**config.mk**
```make
export PLATFORM = sky130hd
export DESIGN_NAME = positional_list_insert_delete_flat
export DESIGN_NICKNAME = d
export VERILOG_FILES = /design/src/rtl/pli_pkg.sv /design/src/rtl/pli_req_if.sv /design/src/rtl/pli_res_if.sv /design/src/rtl/positional_list_insert_delete.sv /design/src/flat_wrapper.sv
export SDC_FILE = /design/constraint.sdc
export NUM_CORES = 2
export LEC_CHECK = 0
export BUFFER_PORTS_ARGS = -buffer_cell sky130_fd_sc_hd__clkbuf_2
export CAP_MARGIN = 20
export CORE_ASPECT_RATIO = 0.7
export CORE_MARGIN = 4
export CORE_UTILIZATION = 59
export CTS_BUF_LIST = sky130_fd_sc_hd__clkbuf_8
export DETAILED_ROUTE_END_ITERATION = 8
export GPL_TIMING_DRIVEN = 1
export PLACE_DENSITY_LB_ADDON = 0.05
export SETUP_SLACK_MARGIN = 0.05
export SKIP_CTS_REPAIR_TIMING = 1
export SLEW_MARGIN = 20
export SYNTH_ARGS = -nofsm -noshare
export SYNTH_HDL_FRONTEND = slang
export SYNTH_SLANG_ARGS = --single-unit
```
**constraint.sdc**
```tcl
create_clock -name i_clk -period 3.5 [get_ports i_clk]
set_input_delay 0.7 -clock i_clk [delete_from_list [all_inputs] [get_ports i_clk]]
set_output_delay 0.7 -clock i_clk [all_outputs]
set_load 0.02 [all_outputs]
```
**src/rtl/pli_pkg.sv**
```systemverilog
// Shared types and constants for the positional list engine.
`timescale 1ns / 1ps

package pli_pkg;

    localparam int ACTION_W     = 2;
    localparam int POS_W        = 7;
    localparam int VALUE_W      = 32;
    localparam int COUNT_W      = 7;
    localparam int STATUS_W     = 2;
    localparam int DEF_CAPACITY = 64;

    typedef enum logic [ACTION_W-1:0] {
        ACT_INSERT = 2'd0,
        ACT_DELETE = 2'd1,
        ACT_DUMP   = 2'd2
    } t_action;

    typedef enum logic [STATUS_W-1:0] {
        ST_OK     = 2'd0,
        ST_BADPOS = 2'd1,
        ST_FULL   = 2'd2,
        ST_EMPTY  = 2'd3
    } t_status;

endpackage

```
**src/rtl/pli_req_if.sv**
```systemverilog
// Request channel: action, position and value with valid/ready.
`timescale 1ns / 1ps

interface pli_req_if;
    logic                                  valid;
    logic                                  ready;
    logic [pli_pkg::ACTION_W-1:0]          action;
    logic [pli_pkg::POS_W-1:0]             position;
    logic signed [pli_pkg::VALUE_W-1:0]    value;

    modport source (output valid, action, position, value, input ready);
    modport sink   (input valid, action, position, value, output ready);
endinterface

```
**src/rtl/pli_res_if.sv**
```systemverilog
// Result channel: status, value, count and last flag with valid/ready.
`timescale 1ns / 1ps

interface pli_res_if;
    logic                                  valid;
    logic                                  ready;
    logic [pli_pkg::STATUS_W-1:0]          status;
    logic signed [pli_pkg::VALUE_W-1:0]    value_res;
    logic [pli_pkg::COUNT_W-1:0]           count;
    logic                                  last;

    modport source (output valid, status, value_res, count, last, input ready);
    modport sink   (input valid, status, value_res, count, last, output ready);
endinterface

```
**src/rtl/positional_list_insert_delete.sv**
```systemverilog
// Positional list engine: ordered list in a single-port-write RAM with shift by RMW.
//
//   channel | dir | payload                          | handshake
//   --------+-----+----------------------------------+-------------------------
//   i_req   | in  | action, position, value          | valid & ready, sink
//   o_res   | out | status, value_res, count, last   | valid & ready, source
//
// One request at a time; i_req.ready is high only while the engine is idle.
// Insert at position p over n entries moves L = n-p+1 entries: pipelined
// shift-up reads (one RAM read and one write per cycle), a write of the last
// moved entry when L > 0, a write of the new value into its slot, then the
// result is loaded. Delete: L = n-p+1 reads, a drain step, a closing step,
// then the result is loaded.
// Refused requests and an empty dump go straight to loading the result.
// Dump: one result per cycle while o_res.ready is high; a stalled output
// holds the pipeline (the RAM read data is held).
// Reset (synchronous, active low) empties the list; RAM contents are kept and
// never read beyond the current count, so no clearing pass is needed.
// A finished result waits in the output register while the next request is
// taken in.
`timescale 1ns / 1ps

module positional_list_insert_delete #(
    parameter int CAPACITY = pli_pkg::DEF_CAPACITY
) (
    input  logic      i_clk,
    input  logic      i_rst_n,
    pli_req_if.sink   i_req,
    pli_res_if.source o_res
);
    import pli_pkg::*;

    localparam int AW   = $clog2(CAPACITY);
    localparam int CW   = $clog2(CAPACITY + 1);
    // compare width: holds the position and count + 1
    localparam int CMPW = (CW + 1 > POS_W) ? CW + 1 : POS_W;

    typedef enum logic [2:0] {
        S_IDLE,
        S_UP,
        S_DOWN,
        S_DUMP,
        S_RESP
    } t_state;

    t_state               r_state;
    logic [CW-1:0]        r_count;

    // list storage
    logic [VALUE_W-1:0]   r_mem [CAPACITY];
    logic [VALUE_W-1:0]   r_rdata;

    // sequencer
    logic [AW-1:0]        r_ptr;      // next read address
    logic [AW-1:0]        r_waddr;    // write target for pending read data
    logic [AW-1:0]        r_k;        // insert slot
    logic [CW-1:0]        r_left;     // reads still to issue
    logic                 r_pend;     // r_rdata valid for the sequencer
    logic                 r_pfirst;   // pending data is the deleted entry
    logic                 r_plast;    // pending data is the final dump entry
    logic                 r_first;    // next read is the first one
    logic [VALUE_W-1:0]   r_val;      // value to insert
    t_status              r_st;
    logic [VALUE_W-1:0]   r_rv;

    // output register
    logic                 r_ov;
    t_status              r_o_status;
    logic [VALUE_W-1:0]   r_o_value;
    logic [COUNT_W-1:0]   r_o_count;
    logic                 r_o_last;

    logic                 out_free;
    logic                 issue;
    logic                 dump_load;
    logic                 mem_we;
    logic [AW-1:0]        mem_waddr;
    logic [VALUE_W-1:0]   mem_wdata;
    logic [CMPW-1:0]      pos_ext;
    logic [CMPW-1:0]      cnt_ext;
    logic [CMPW-1:0]      k_ext;
    logic                 ins_bad;
    logic                 del_bad;
    logic                 is_full;

    assign i_req.ready     = (r_state == S_IDLE);
    assign o_res.valid     = r_ov;
    assign o_res.status    = r_o_status;
    assign o_res.value_res = r_o_value;
    assign o_res.count     = r_o_count;
    assign o_res.last      = r_o_last;

    assign out_free = !r_ov || o_res.ready;

    // position checks
    always_comb begin
        pos_ext = CMPW'(i_req.position);
        cnt_ext = CMPW'(r_count);
        k_ext   = pos_ext - CMPW'(1);
        ins_bad = (pos_ext == '0) || (pos_ext > cnt_ext + CMPW'(1));
        del_bad = (pos_ext == '0) || (pos_ext > cnt_ext);
        is_full = (cnt_ext == CMPW'(CAPACITY));
    end

    // RAM port control
    always_comb begin
        issue     = 1'b0;
        dump_load = 1'b0;
        mem_we    = 1'b0;
        mem_waddr = r_waddr;
        mem_wdata = r_rdata;
        case (r_state)
            S_UP: begin
                issue = (r_left != '0);
                if (r_pend) begin
                    mem_we = 1'b1;
                end else if (r_left == '0) begin
                    // shift done: drop the new value into its slot
                    mem_we    = 1'b1;
                    mem_waddr = r_k;
                    mem_wdata = r_val;
                end
            end
            S_DOWN: begin
                issue  = (r_left != '0);
                mem_we = r_pend && !r_pfirst;
            end
            S_DUMP: begin
                dump_load = r_pend && out_free;
                issue     = (r_left != '0) && (!r_pend || out_free);
            end
            default: begin
                issue = 1'b0;
            end
        endcase
    end

    always_ff @(posedge i_clk) begin
        if (mem_we) begin
            r_mem[mem_waddr] <= mem_wdata;
        end
        if (issue) begin
            r_rdata <= r_mem[r_ptr];
        end
    end

    always_ff @(posedge i_clk) begin
        if (!i_rst_n) begin
            r_state <= S_IDLE;
            r_count <= '0;
            r_ov    <= 1'b0;
            r_pend  <= 1'b0;
        end else begin
            if (r_ov && o_res.ready) begin
                r_ov <= 1'b0;
            end

            if (issue) begin
                r_left   <= r_left - CW'(1);
                r_first  <= 1'b0;
                r_pfirst <= r_first;
                r_plast  <= (r_left == CW'(1));
                if (r_state == S_UP) begin
                    r_ptr   <= r_ptr - AW'(1);
                    r_waddr <= r_ptr + AW'(1);
                end else begin
                    r_ptr   <= r_ptr + AW'(1);
                    r_waddr <= r_ptr - AW'(1);
                end
            end

            case (r_state)
                S_UP, S_DOWN: r_pend <= issue;
                S_DUMP:       r_pend <= issue || (r_pend && !dump_load);
                default:      r_pend <= 1'b0;
            endcase

            case (r_state)
                S_IDLE: begin
                    if (i_req.valid) begin
                        r_val   <= i_req.value;
                        r_rv    <= '0;
                        r_first <= 1'b1;
                        case (i_req.action)
                            ACT_INSERT: begin
                                if (ins_bad) begin
                                    r_st    <= ST_BADPOS;
                                    r_state <= S_RESP;
                                end else if (is_full) begin
                                    r_st    <= ST_FULL;
                                    r_state <= S_RESP;
                                end else begin
                                    r_k     <= k_ext[AW-1:0];
                                    r_ptr   <= AW'(r_count - CW'(1));
                                    r_left  <= CW'(cnt_ext - k_ext);
                                    r_state <= S_UP;
                                end
                            end
                            ACT_DELETE: begin
                                if (del_bad) begin
                                    r_st    <= ST_BADPOS;
                                    r_state <= S_RESP;
                                end else begin
                                    r_ptr   <= k_ext[AW-1:0];
                                    r_left  <= CW'(cnt_ext - k_ext);
                                    r_state <= S_DOWN;
                                end
                            end
                            ACT_DUMP: begin
                                if (r_count == '0) begin
                                    r_st    <= ST_EMPTY;
                                    r_state <= S_RESP;
                                end else begin
                                    r_ptr   <= '0;
                                    r_left  <= r_count;
                                    r_state <= S_DUMP;
                                end
                            end
                            default: begin
                                // unused action code
                                r_st    <= ST_BADPOS;
                                r_state <= S_RESP;
                            end
                        endcase
                    end
                end
                S_UP: begin
                    if (r_left == '0 && !r_pend) begin
                        r_count <= r_count + CW'(1);
                        r_st    <= ST_OK;
                        r_state <= S_RESP;
                    end
                end
                S_DOWN: begin
                    if (r_pend && r_pfirst) begin
                        r_rv <= r_rdata;
                    end
                    if (r_left == '0 && !r_pend) begin
                        r_count <= r_count - CW'(1);
                        r_st    <= ST_OK;
                        r_state <= S_RESP;
                    end
                end
                S_DUMP: begin
                    if (dump_load) begin
                        r_ov       <= 1'b1;
                        r_o_status <= ST_OK;
                        r_o_value  <= r_rdata;
                        r_o_count  <= COUNT_W'(r_count);
                        r_o_last   <= r_plast;
                        if (r_plast) begin
                            r_state <= S_IDLE;
                        end
                    end
                end
                S_RESP: begin
                    if (out_free) begin
                        r_ov       <= 1'b1;
                        r_o_status <= r_st;
                        r_o_value  <= r_rv;
                        r_o_count  <= COUNT_W'(r_count);
                        r_o_last   <= 1'b1;
                        r_state    <= S_IDLE;
                    end
                end
                default: begin
                    r_state <= S_IDLE;
                end
            endcase
        end
    end

endmodule

```
**src/flat_wrapper.sv**
```systemverilog
// flat-port wrapper written by rule: the top's interface ports become plain ports
module positional_list_insert_delete_flat import pli_pkg::*;
#(
    parameter int CAPACITY = pli_pkg::DEF_CAPACITY
)
  (i_clk, i_rst_n, i_req_valid, i_req_action, i_req_position, i_req_value, i_req_ready, o_res_valid, o_res_status, o_res_value_res, o_res_count, o_res_last, o_res_ready);
  pli_req_if i_req_i ();
  pli_res_if o_res_i ();
  input  logic i_clk;
  input  logic i_rst_n;
  input wire logic [$bits(i_req_i.valid)-1:0] i_req_valid;
  input wire logic [$bits(i_req_i.action)-1:0] i_req_action;
  input wire logic [$bits(i_req_i.position)-1:0] i_req_position;
  input wire logic [$bits(i_req_i.value)-1:0] i_req_value;
  output wire logic [$bits(i_req_i.ready)-1:0] i_req_ready;
  output wire logic [$bits(o_res_i.valid)-1:0] o_res_valid;
  output wire logic [$bits(o_res_i.status)-1:0] o_res_status;
  output wire logic [$bits(o_res_i.value_res)-1:0] o_res_value_res;
  output wire logic [$bits(o_res_i.count)-1:0] o_res_count;
  output wire logic [$bits(o_res_i.last)-1:0] o_res_last;
  input wire logic [$bits(o_res_i.ready)-1:0] o_res_ready;
  assign i_req_i.valid = i_req_valid;
  assign i_req_i.action = i_req_action;
  assign i_req_i.position = i_req_position;
  assign i_req_i.value = i_req_value;
  assign i_req_ready = i_req_i.ready;
  assign o_res_valid = o_res_i.valid;
  assign o_res_status = o_res_i.status;
  assign o_res_value_res = o_res_i.value_res;
  assign o_res_count = o_res_i.count;
  assign o_res_last = o_res_i.last;
  assign o_res_i.ready = o_res_ready;
  positional_list_insert_delete #(.CAPACITY(CAPACITY)) u_core (.i_clk(i_clk), .i_rst_n(i_rst_n), .i_req(i_req_i), .o_res(o_res_i));
endmodule
```
# Yosys cells after proc, flatten, opt, wreduce, memory -nomap -nowiden
# Memory sizes are Yosys's and may differ from the RTL's. A register that Yosys moved wholly into a read port is not among the register bits.
# Index checks and enable logic that the tools add are counted.
# classes
addsub	8
multipliers	0
n_div	0
magnitude_cmp	2
eq_ne	19
shifts	0
muxes	76
bitwise_logic	2
n_reduce_logical	35
# op_table
operator	count
32-bit 2-to-1 mux	7
32-bit case mux with 2 select lines	2
7-bit 2-to-1 mux	11
6-bit 2-to-1 mux	12
7-bit case mux with 2 select lines	2
3-bit 2-to-1 mux	9
7-bit logical NOT	3
7-bit case mux with 3 select lines	1
7-bit by 1-bit subtractor with 7-bit output (second input constant)	3
6-bit case mux with 3 select lines	1
2-bit 2-to-1 mux	8
1-bit 2-to-1 mux	13
2-bit by 1-bit != test with 1-bit output (second input constant)	6
3-bit case mux with 4 select lines	1
1-bit case mux with 2 select lines	5
3-bit case mux with 3 select lines	1
7-bit by 1-bit adder with 8-bit output (second input constant)	1
7-bit by 8-bit greater-than comparator with 1-bit output	1
2-bit case mux with 2 select lines	2
4-bit AND reduction	2
2-bit nonzero test	4
7-bit by 1-bit adder with 7-bit output (second input constant)	1
7-bit by 1-bit equality test with 1-bit output (second input constant)	1
7-bit equality test (second input constant)	1
other kinds (26)	44
# word_totals
ff_bits	148
latchBits	0
ramBits	2048
mem_bits_ro	0
inputBits	45
out_inout_bits	44
memories	1
# memory_table
name	words	word_bits	read_ports	rd_ports_with_merged_regs	wr	line_no	rtl
u_core.r_mem	64	32	1	1	1	positional_list_insert_delete.sv:50	logic [VALUE_W-1:0] r_mem [CAPACITY];

# Longest topological paths before layout
# logic_depth
ltp_word	11
mapped_depth	13
mapped_depth_nobuf	12

# Worst setup path before layout
# Ideal clock, no wire load.
# synth_path
kind	register to register
startpoint	register u_core.r_left[0]
endpoint	memory u_core.r_mem[20][0], enable pin
setup_time_ns	0.421
arrival_ns	3.438
t_required_ns	3.079
slack_ns	-0.359
stages_incl_launch_ff	11
n_path_buf	1
period_less_slack_ns	3.859
cell_sequence	edfxtp_1 > inv_1 > ha_1 > nor3b_1 > nand2_1 > nor3_2 > buf_2 > nand3b_1 > o31ai_1 > nand3_1 > nor2_1
# synth_between
elab_chain_len	6
word_cells_on_any_way	9
classes_between	mux: 8; reduce/logical: 1
# synth_lines
item	line_no	rtl
start: declaration	positional_list_insert_delete.sv:57	logic [CW-1:0] r_left;
start signal: assignment	positional_list_insert_delete.sv:159	r_left <= r_left - CW'(1);
start signal: assignment	positional_list_insert_delete.sv:195	r_left <= CW'(cnt_ext - k_ext);
start signal: assignment	positional_list_insert_delete.sv:205	r_left <= CW'(cnt_ext - k_ext);
7-bit logical NOT (*)	positional_list_insert_delete.sv:117	end else if (r_left == '0) begin
1-bit 2-to-1 mux	positional_list_insert_delete.sv:117	
1-bit 2-to-1 mux	positional_list_insert_delete.sv:115	if (r_pend) begin
1-bit case mux with 2 select lines	positional_list_insert_delete.sv:112	case (r_state)
1-bit 2-to-1 mux	positional_list_insert_delete.sv:139	if (mem_we) begin
1-bit 2-to-1 mux (not written as such)	positional_list_insert_delete.sv:140	r_mem[mem_waddr] <= mem_wdata;
end: declaration	positional_list_insert_delete.sv:50	
# Mark *: on every way between the ends. The rest lies on a longest branch, timed or not.

==> impl_metrics.csv <==
group,metric,value,unit
sta,fin_skew,0.0654,ns
clock_tree,cts_buffer_depth,4,
detailed_routing,wl_per_cell,34.3,um
min_path,hold_path.class,"in2reg",
sta,tightest_slew,0.896,ns
placement,port_buffers,88,
sta,finalSetupTns,0,ns
floorplan,die_height,328,um
clock_tree,cts_num_sinks,2228,
clock_tree,clockRootBuffer,"clkbuf_8",
global_routing,grt_pass1_wl,322000,um
critical_path,critPathArrivalTime,3.96,ns
yosys,syn_nets,3921,
critical_path,critPathMaxFanout,27,
critical_path,r2r-start,"u_core.r_ptr[0]",
detailed_routing,num_vias,43600,
yosys,synth_area_leaders,"edfxtp_1 (77%), mux4_2 (16%), nand2_1 (0.72%), mux2i_1 (0.61%), nor2_1 (0.48%)",
placement,dp_hpwl,135000,um
yosys,synth-seq-area-share,77.3,%
detailed_routing,avgViaCountPerCell,6.60,
yosys,ys_ff_latch,2228,
cells_and_area,areaGrowthSynthToFinish,14.7,%
clock_tree,numCtsBuffers,338,
detailed_routing,drt-total-wl,227000,um
placement,dp_cells,5999,
yosys,syn_area,86400,um^2
floorplan,ios,89,
sta,fin_crit_sh,91.2,%
yosys,synthFlopType,"edfxtp_1",
power,p_per_area,541,nW/um^2
yosys,synth-edff-count,2216,
floorplan,die_w,465,um
sta,max_freq,313,MHz
global_routing,grtUsageTotal,30.1,%
cells_and_area,final_cells,6603,
min_path,hp-start,"i_req_action[0]",
cells_and_area,nets,4480,
critical_path,path_class,"reg2reg",
sta,setup_viol,0,
clock_tree,htreeDepth,5,
yosys,yosys.area.top_type,"edfxtp_1",
critical_path,worstSetupStartpointType,"flip-flop",
floorplan,rows,117,
power,max-vdd-ir-drop,433,uV
critical_path,required,4.27,ns
clock_tree,cts_tree,"yes",
global_routing,grt_pass1_vias,43500,
sta,rsz0062_at_grt,"no",
critical_path,worstSetupEndpointType,"flip-flop",
yosys,syn_inst,3849,
sta,period_needed,3.19,ns
cells_and_area,fill_cells,9060,
detailed_routing,drc,0,
sta,slew_headroom,39.6,%
cells_and_area,drive_gt1_share,33.0,%
yosys,ys_async_sr_fraction,0,%
yosys,yosys_warnings,0,
global_routing,grt_max_degree,77,
yosys,yosysMostFrequentCell,"edfxtp_1",
detailed_routing,ant_nets,0,
global_routing,overflow,0,
clock_tree,worstSkewPairLatency,1.05,ns
yosys,syn_avg_cell_area,22.5,um^2
clock_tree,clkTransAtPathRegs,0.07,ns
global_routing,antenna_found_initial,9,
power,p_leak,31.8,nW
yosys,synth_common_cells,"edfxtp_1 (2216), mux4_2 (606), nand2_1 (165)",
yosys,synth_top_cell_area_share,77.0,%
floorplan,die-area,153000,um^2
critical_path,startpoint,"u_core.r_ptr[0]",
placement,gp_congestion,0.912,
detailed_routing,first_pass_iters,8,
floorplan,start_util,59.4,%
sta,finalMaxSlewViolations,0,
status,outcome,"completed",
floorplan,core_region_area,146000,um^2
job,cap_violations,0,
sta,hold_violations,0,
yosys,synthDistinctLibCells,71,
detailed_routing,drt_iter0_drc,6663,
## layer usage
layer | GRT usage, % | routed length (um) | share of wire (%)
met1 | 46.7 | 92600 | 41
met2 | 43.2 | 102000 | 45
met3 | 7.81 | 26400 | 12
met4 | 8.78 | 6010 | 2.7
met5 | 0 | 13 | 0.0057
## area by class of cell
cell class / instances / area (um^2) / area share (%)
diodes: 3 / 7.51 / 0.00758
well taps: 1963 / 2460 / 2.48
multi-input cells: 1395 / 19300 / 19.4
clock inverters: 225 / 1070 / 1.08
flip-flops and latches: 2228 / 66800 / 67.4
clock buffers: 344 / 4730 / 4.78
inverters: 26 / 97.6 / 0.0985
repair buffers: 419 / 4670 / 4.71
## cells by family (layout without fill, tap and decap cells)
group	count (synthesis)	in the layout	synth area share [%]
AO/OA/AOI/OAI	208	208	1.65
XOR/XNOR	38	38	0.385
adder cells (fa/ha/maj)	27	27	0.400
buffers and inverters	226	1014	1.10
flip-flops	2228	2228	77.3
multiplexers	695	695	16.9
other	0	3	0
AND/OR/NAND/NOR	427	427	2.31
## sequential cells by signal, summed over array words and instances (netlist names)
signal and count:
u_core.r_mem 2048, u_core.o_res.count 7, u_core.r_st 2, u_core.r_plast 1
u_core.r_ptr 6, u_core.r_k 6, u_core.r_state 3, u_core.r_rv 32
u_core.r_count 7, u_core.r_pfirst 1, u_core.o_res.last 1, u_core.o_res.status 2
u_core.r_pend 1, u_core.o_res.valid 1, u_core.r_val 32, u_core.r_first 1
u_core.o_res.value_res 32, u_core.r_rdata 32, u_core.r_waddr 6, u_core.r_left 7
## per-stage QoR
stage	setup WS, ns	util [%]	total power [mW]	area (um^2)	hold WS, ns
after floorplan	-0.359	-	32.9	86400	0.427
after global placement	0.0974	63.9	34.9	93000	0.442
after detailed placement	0.150	63.9	35.0	93000	0.448
after CTS	0.310	67.9	53.9	98800	-0.239
after global routing	0.0945	68.1	55.5	99100	0.0924
final	0.310	68.1	53.6	99100	0.116
## path summary, 6_finish.rpt
check	to	slack, ns	cells past startpoint
hold / removal	u_core.r_st[1]	0.12	2
hold reg to reg	u_core.r_pfirst	0.49	0
setup reg to reg	u_core.r_rdata[30]	0.31	8
setup / recovery	u_core.r_rdata[30]	0.31	8
## layout by cell type, fill, tap and decap left out, types with 34 or more instances in the layout
cell         n
a21oi_1     34
a22oi_1     40
and2_1      43
buf_12     133
buf_4      166
clkbuf_2    88
clkbuf_8   344
clkinv_1    82
edfxtp_1  2216
inv_1      129
mux2_2      36
mux2i_1     53
mux4_2     606
nand2_1    133
nor2_1      45
nor2_4      64
o21ai_0     34
## where the power goes
group	total, mW	internal [mW]	switching, mW
clock	19.2	9.52	9.67
sequential	29.4	29.3	0.0671
combinational	5.08	2.18	2.90
## worst max-delay path: stages (launching register included)
cell,delay (ns)
edfxtp_1,0.51
buf_12,0.23
buf_4,0.27
buf_12,0.28
mux4_2,0.55
mux2i_1,0.31
o221ai_1,0.42
a21oi_1,0.26
nor2_1,0.07
Note: power is estimated with default switching activity, not from simulation.
